`src/hdl/stbs_pkg.sv`:
```
package stbs_pkg;

   // table geometry
   localparam int DEPTH  = 1024;
   localparam int DATA_W = 32;
   localparam int ADDR_W = $clog2(DEPTH);
   localparam int CNT_W  = $clog2(DEPTH + 1);
   // search bounds carry a sign so that an upper bound of -1 is representable
   localparam int BND_W  = CNT_W + 1;
   localparam int POS_W  = 11;

   // transaction function codes
   localparam logic FUNC_LOAD   = 1'b0;
   localparam logic FUNC_SEARCH = 1'b1;

   typedef struct packed {
      logic              wr_en;
      logic [ADDR_W-1:0] wr_addr;
      logic [DATA_W-1:0] wr_data;
      logic [ADDR_W-1:0] rd_addr;
   } mem_req_type;

   typedef struct packed {
      logic             valid;
      logic             found;
      logic [POS_W-1:0] position;
   } result_type;

endpackage

```
`src/hdl/stbs_ctrl.sv`:
```
module stbs_ctrl (
   input  logic                        clock,
   input  logic                        reset,
   input  logic                        req_valid,
   input  logic                        req_func,
   input  logic [stbs_pkg::DATA_W-1:0] req_value,
   input  logic                        req_first,
   output logic                        req_stall,
   output stbs_pkg::mem_req_type       mem_req,
   input  logic [stbs_pkg::DATA_W-1:0] rd_data,
   output stbs_pkg::result_type        result,
   input  logic                        rsp_free
);
   import stbs_pkg::*;

   typedef enum logic [1:0] {
      ST_IDLE,
      ST_CALC,
      ST_CMP,
      ST_DONE
   } state_type;

   state_type                state_ff, state_in;
   logic [CNT_W-1:0]         count_ff, count_in;
   logic [DATA_W-1:0]        key_ff, key_in;
   logic signed [BND_W-1:0]  lo_ff, lo_in;
   logic signed [BND_W-1:0]  hi_ff, hi_in;
   logic [ADDR_W-1:0]        mid_ff, mid_in;
   logic                     found_ff, found_in;
   logic [CNT_W-1:0]         pos_ff, pos_in;

   logic signed [BND_W:0]    sum_w;
   logic [ADDR_W-1:0]        mid_w;
   logic signed [BND_W-1:0]  mid_s;
   logic [CNT_W-1:0]         base_w;

   // midpoint of the bounds; both are non-negative whenever a probe is issued
   assign sum_w = {lo_ff[BND_W-1], lo_ff} + {hi_ff[BND_W-1], hi_ff};
   assign mid_w = sum_w[ADDR_W:1];
   assign mid_s = signed'(BND_W'(mid_ff));

   // load slot: a first flag restarts the table at slot zero
   assign base_w = req_first ? '0 : count_ff;

   always_comb begin
      state_in        = state_ff;
      count_in        = count_ff;
      key_in          = key_ff;
      lo_in           = lo_ff;
      hi_in           = hi_ff;
      mid_in          = mid_ff;
      found_in        = found_ff;
      pos_in          = pos_ff;
      mem_req.wr_en   = 1'b0;
      mem_req.wr_addr = base_w[ADDR_W-1:0];
      mem_req.wr_data = req_value;
      mem_req.rd_addr = mid_w;
      result.valid    = 1'b0;
      result.found    = found_ff;
      result.position = POS_W'(pos_ff);

      case (state_ff)
         ST_IDLE: begin
            if (req_valid) begin
               if (req_func == FUNC_SEARCH) begin
                  key_in   = req_value;
                  lo_in    = '0;
                  hi_in    = signed'(BND_W'(count_ff)) - BND_W'(1);
                  state_in = ST_CALC;
               end else if (base_w < CNT_W'(DEPTH)) begin
                  mem_req.wr_en = 1'b1;
                  count_in      = base_w + CNT_W'(1);
               end
            end
         end
         ST_CALC: begin
            if (lo_ff > hi_ff) begin
               found_in = 1'b0;
               pos_in   = '0;
               state_in = ST_DONE;
            end else begin
               mid_in   = mid_w;
               state_in = ST_CMP;
            end
         end
         ST_CMP: begin
            if (rd_data == key_ff) begin
               found_in = 1'b1;
               pos_in   = CNT_W'(mid_ff) + CNT_W'(1);
               state_in = ST_DONE;
            end else begin
               if ($signed(key_ff) < $signed(rd_data)) begin
                  hi_in = mid_s - BND_W'(1);
               end else begin
                  lo_in = mid_s + BND_W'(1);
               end
               state_in = ST_CALC;
            end
         end
         ST_DONE: begin
            result.valid = 1'b1;
            if (rsp_free) begin
               state_in = ST_IDLE;
            end
         end
         default: begin
            state_in = ST_IDLE;
         end
      endcase
   end

   assign req_stall = (state_ff != ST_IDLE);

   always_ff @(posedge clock) begin
      if (reset) begin
         state_ff <= ST_IDLE;
         count_ff <= '0;
      end else begin
         state_ff <= state_in;
         count_ff <= count_in;
      end
      key_ff   <= key_in;
      lo_ff    <= lo_in;
      hi_ff    <= hi_in;
      mid_ff   <= mid_in;
      found_ff <= found_in;
      pos_ff   <= pos_in;
   end

endmodule

```
`config.mk`:
```
export PLATFORM = sky130hd
export DESIGN_NAME = stbs_ctrl
export DESIGN_NICKNAME = d
export VERILOG_FILES = /design/src/hdl/stbs_pkg.sv /design/src/hdl/stbs_ctrl.sv
export SDC_FILE = /design/constraint.sdc
export NUM_CORES = 1
export LEC_CHECK = 0
export BUFFER_PORTS_ARGS = -buffer_cell sky130_fd_sc_hd__clkbuf_2
export CORE_MARGIN = 8
export CORE_UTILIZATION = 26
export CTS_BUF_LIST = sky130_fd_sc_hd__clkbuf_4 sky130_fd_sc_hd__clkbuf_8
export CTS_CLUSTER_SIZE = 40
export DETAILED_ROUTE_END_ITERATION = 7
export PLACE_DENSITY_LB_ADDON = 0.3
export SYNTH_ARGS = -nofsm -noshare
export SYNTH_HDL_FRONTEND = slang
export SYNTH_SLANG_ARGS = --single-unit
export TNS_END_PERCENT = 5
```
`constraint.sdc`:
```
create_clock -name clock -period 4.4 [get_ports clock]
set_clock_uncertainty 0.2 [all_clocks]
set_input_delay 0.22 -clock clock [delete_from_list [all_inputs] [get_ports clock]]
set_output_delay 0.22 -clock clock [all_outputs]
set_load 0.01 [all_outputs]
```
==> flow_metrics.tcl <==
set metrics [dict create \
    final_cell_mix "clkbuf_2 (136), edfxtp_1 (77), inv_1 (62), ha_1 (57), nor2_1 (39)" \
    avgSynthCellArea_um2 10.30 \
    irDropWorstVdd_uv 157.4 \
    crit_path_end_kind "output port" \
    globalRouteTotalUtil 0.1060 \
    die_x_um 161.6 \
    grt-ovfl-total 0 \
    final_common_cell "clkbuf_2" \
    drive_gt1_frac 0.2397 \
    hpwl_um 11020 \
    crit_top_cell "o21bai_1" \
    cts-buffers-inserted 9 \
    cts.sinks 90 \
    ys_warn_count 0 \
    vias 4193 \
    synth_area_leader_cell "edfxtp_1" \
    wl_um 13900 \
    drt_iter0_drc 163 \
    cts_tree "built" \
    start_util 0.2639 \
    hold_class "in2reg" \
    num_io_pins 137 \
    r2r-start "key_ff[31]" \
    cp-start-kind "flop" \
    synth_area_leaders "edfxtp_1 (42%), ha_1 (13%), dfxtp_1 (4.7%), buf_4 (4.5%), inv_1 (4.2%)" \
    syn_to_final_growth_pct 23.86 \
    crit_required_ns 3.98 \
    hold_slack_ns 0.1377 \
    synth_top_area_frac 0.4195 \
    cp_slowest_cell "o311ai_0" \
    wl_per_cell_um 14.56 \
    synthCells 535 \
    max_stage_delay_ns 0.51 \
    diodes 0 \
    syn_nets 663 \
    power_density_nw_per_um2 310.7 \
    coreArea_um2 20890 \
    viasPerCell 4.391 \
    nFillCells 2158 \
    rows 53 \
    synthArstFlopShare 0 \
    critPathMaxFanout 3 \
    maxCapViolCount 0 \
    clock_path_buffers 2 \
    globalplace.congestion 0.7681 \
    detail-route-antenna-nets 0 \
    p_leak_nw 3.018 \
    antenna_found_initial 0 \
    fin_crit_ns 3.353 \
    grt_pass1_vias 4376 \
    root_buffer "clkbuf_8" \
    max_slew_margin 0.4485 \
    synth_ff_type "edfxtp_1" \
    cts_resized 0 \
    fmax_ghz 0.2982 \
    final-setup-viol-count 0 \
    maxSlewViolCount 0 \
    final.period_utilization 0.7621 \
    drcViolationCount 0 \
    status "finished clean" \
    synth_edf_count 77 \
    cp.arrival_ns 2.93 \
    ys_seq_area_frac 0.4667 \
    crit_type "reg2out" \
    synth_area_um2 5512 \
    placement.io_buffers 136 \
    rsz0062_at_grt "false" \
    path_cells "ha_1 > inv_1 > fa_1 > o21bai_1 > a21oi_1 > o311ai_0 > a31oi_1 > o21bai_1 > xnor2_1 > clkbuf_2" \
    tightest_slew_ns 0.8273 \
    min_from "req_func" \
    worst_skew_pair.late_latency_ns 0.37 \
    dieArea_um2 26110 \
    hold_violations 0 \
    dieHeight_um 161.6 \
    firstDrtPassIters 4 \
    synth_seq_cells 90 \
    ys_types 52 \
    htree_levels 3 \
    tns_ns 0 \
    grt_max_degree 21 \
    layout.nets 803 \
    clkTransAtPathRegs_ns 0.09 \
    crit_path_start "hi_ff[0]" \
    grt_first_pass_wirelength_um 21890 \
]
[cell families after synthesis]
logic type / count (synthesis) / synth area share
compound gates: 82 / 0.09353
buf+inv: 106 / 0.09625
simple gates: 166 / 0.1580
xor+xnor: 33 / 0.05244
fa+ha+maj: 58 / 0.1330
flops: 90 / 0.4667
[critical path, delay by kind of cell, from the launching register on]
family | cells | cell delay [ns]
AO/OA/AOI/OAI | 5 | 1.26
adder cells (fa/ha/maj) | 2 | 0.54
flip-flops | 1 | 0.36
buffers and inverters | 2 | 0.22
XOR/XNOR | 1 | 0.16
[per-layer routing]
metal / share of wire / track usage / vias to the layer above
li1: - / - / 2134
met1: 0.46 / 0.1274 / 1928
met2: 0.46 / 0.1744 / 116
met3: 0.065 / 0.03945 / 15
met4: 0.012 / 0.02988 / 0
met5: 0 / 0 / -
[through the flow]
| step | utilization | instance area, um^2 | power, mW | instances | setup slack (ns) |
|---|---|---|---|---|---|
| 3_5_place_dp | 0.3001 | 6269 | 1.492 | 905 | 1.241 |
| 2_1_floorplan | - | 5512 | 1.332 | 535 | 1.353 |
| 4_1_cts | 0.3268 | 6827 | 2.160 | 955 | 1.060 |
| 6_report | 0.3268 | 6827 | 2.121 | 955 | 1.047 |
| 5_1_grt | 0.3268 | 6827 | 2.241 | 955 | 0.7846 |
| 3_3_place_gp | 0.3001 | 6269 | 1.486 | 905 | 1.267 |
[registers in the layout, summed over array words and instances (netlist names)]
| name | flops |
|---|---|
| key_ff | 32 |
| hi_ff | 12 |
| count_ff | 11 |
| lo_ff | 11 |
| pos_ff | 11 |
| mid_ff | 10 |
| state_ff | 2 |
| found_ff | 1 |
[cells in the mapped netlist, types with 3 or more instances]
cell type and instances:
and4_1 3, a21o_1 5, nand2_1 36, o21ai_0 18
buf_4 33, nand3_1 16, a31oi_1 8, nand2b_1 8
or3_1 8, dfxtp_1 13, a211oi_1 4, inv_1 62
ha_1 57, nor2b_1 11, nor4_1 5, nand4_1 5
edfxtp_1 77, a2111oi_0 3, or4_4 3, and3_1 5
o21bai_1 4, nor3_1 11, nor2_1 40, xor2_1 22
and2_1 3, xnor2_1 11, clkbuf_1 8, a21oi_1 27
[final timing paths]
path	to	depth (start not counted)	slack [ns]
worst max-delay path	mem_req[9]	10	1.05
worst min register to register	count_ff[1]	2	0.29
worst min-delay path	state_ff[0]	4	0.14
worst max register to register	lo_ff[5]	7	1.33
[power by group]
part / internal, mW / leakage (nW) / total, mW / switching (mW)
Sequential: 0.997 / 0.819 / 1.03 / 0.0353
Combinational: 0.191 / 2.09 / 0.455 / 0.264
Clock: 0.332 / 0.114 / 0.633 / 0.301
Total: 1.52 / 3.02 / 2.12 / 0.600
[final cells by class]
cell class / count / area, um^2 / area share
Clock inverter: 5 / 78.83 / 0.01155
Clock buffer: 11 / 138.9 / 0.02034
Timing Repair Buffer: 173 / 1044 / 0.1529
Tap cell: 275 / 344.1 / 0.05040
Inverter: 62 / 232.7 / 0.03409
Multi-Input combinational cell: 339 / 2416 / 0.3539
Sequential cell: 90 / 2572 / 0.3768
[what timing repair did]
action | 4_1_cts | 5_1_grt
hold buffers | 34 | 0
hold endpoints to repair | 37 | 0
setup buffers | 0 | 0
No activity file was read; power rests on OpenSTA's default activity.
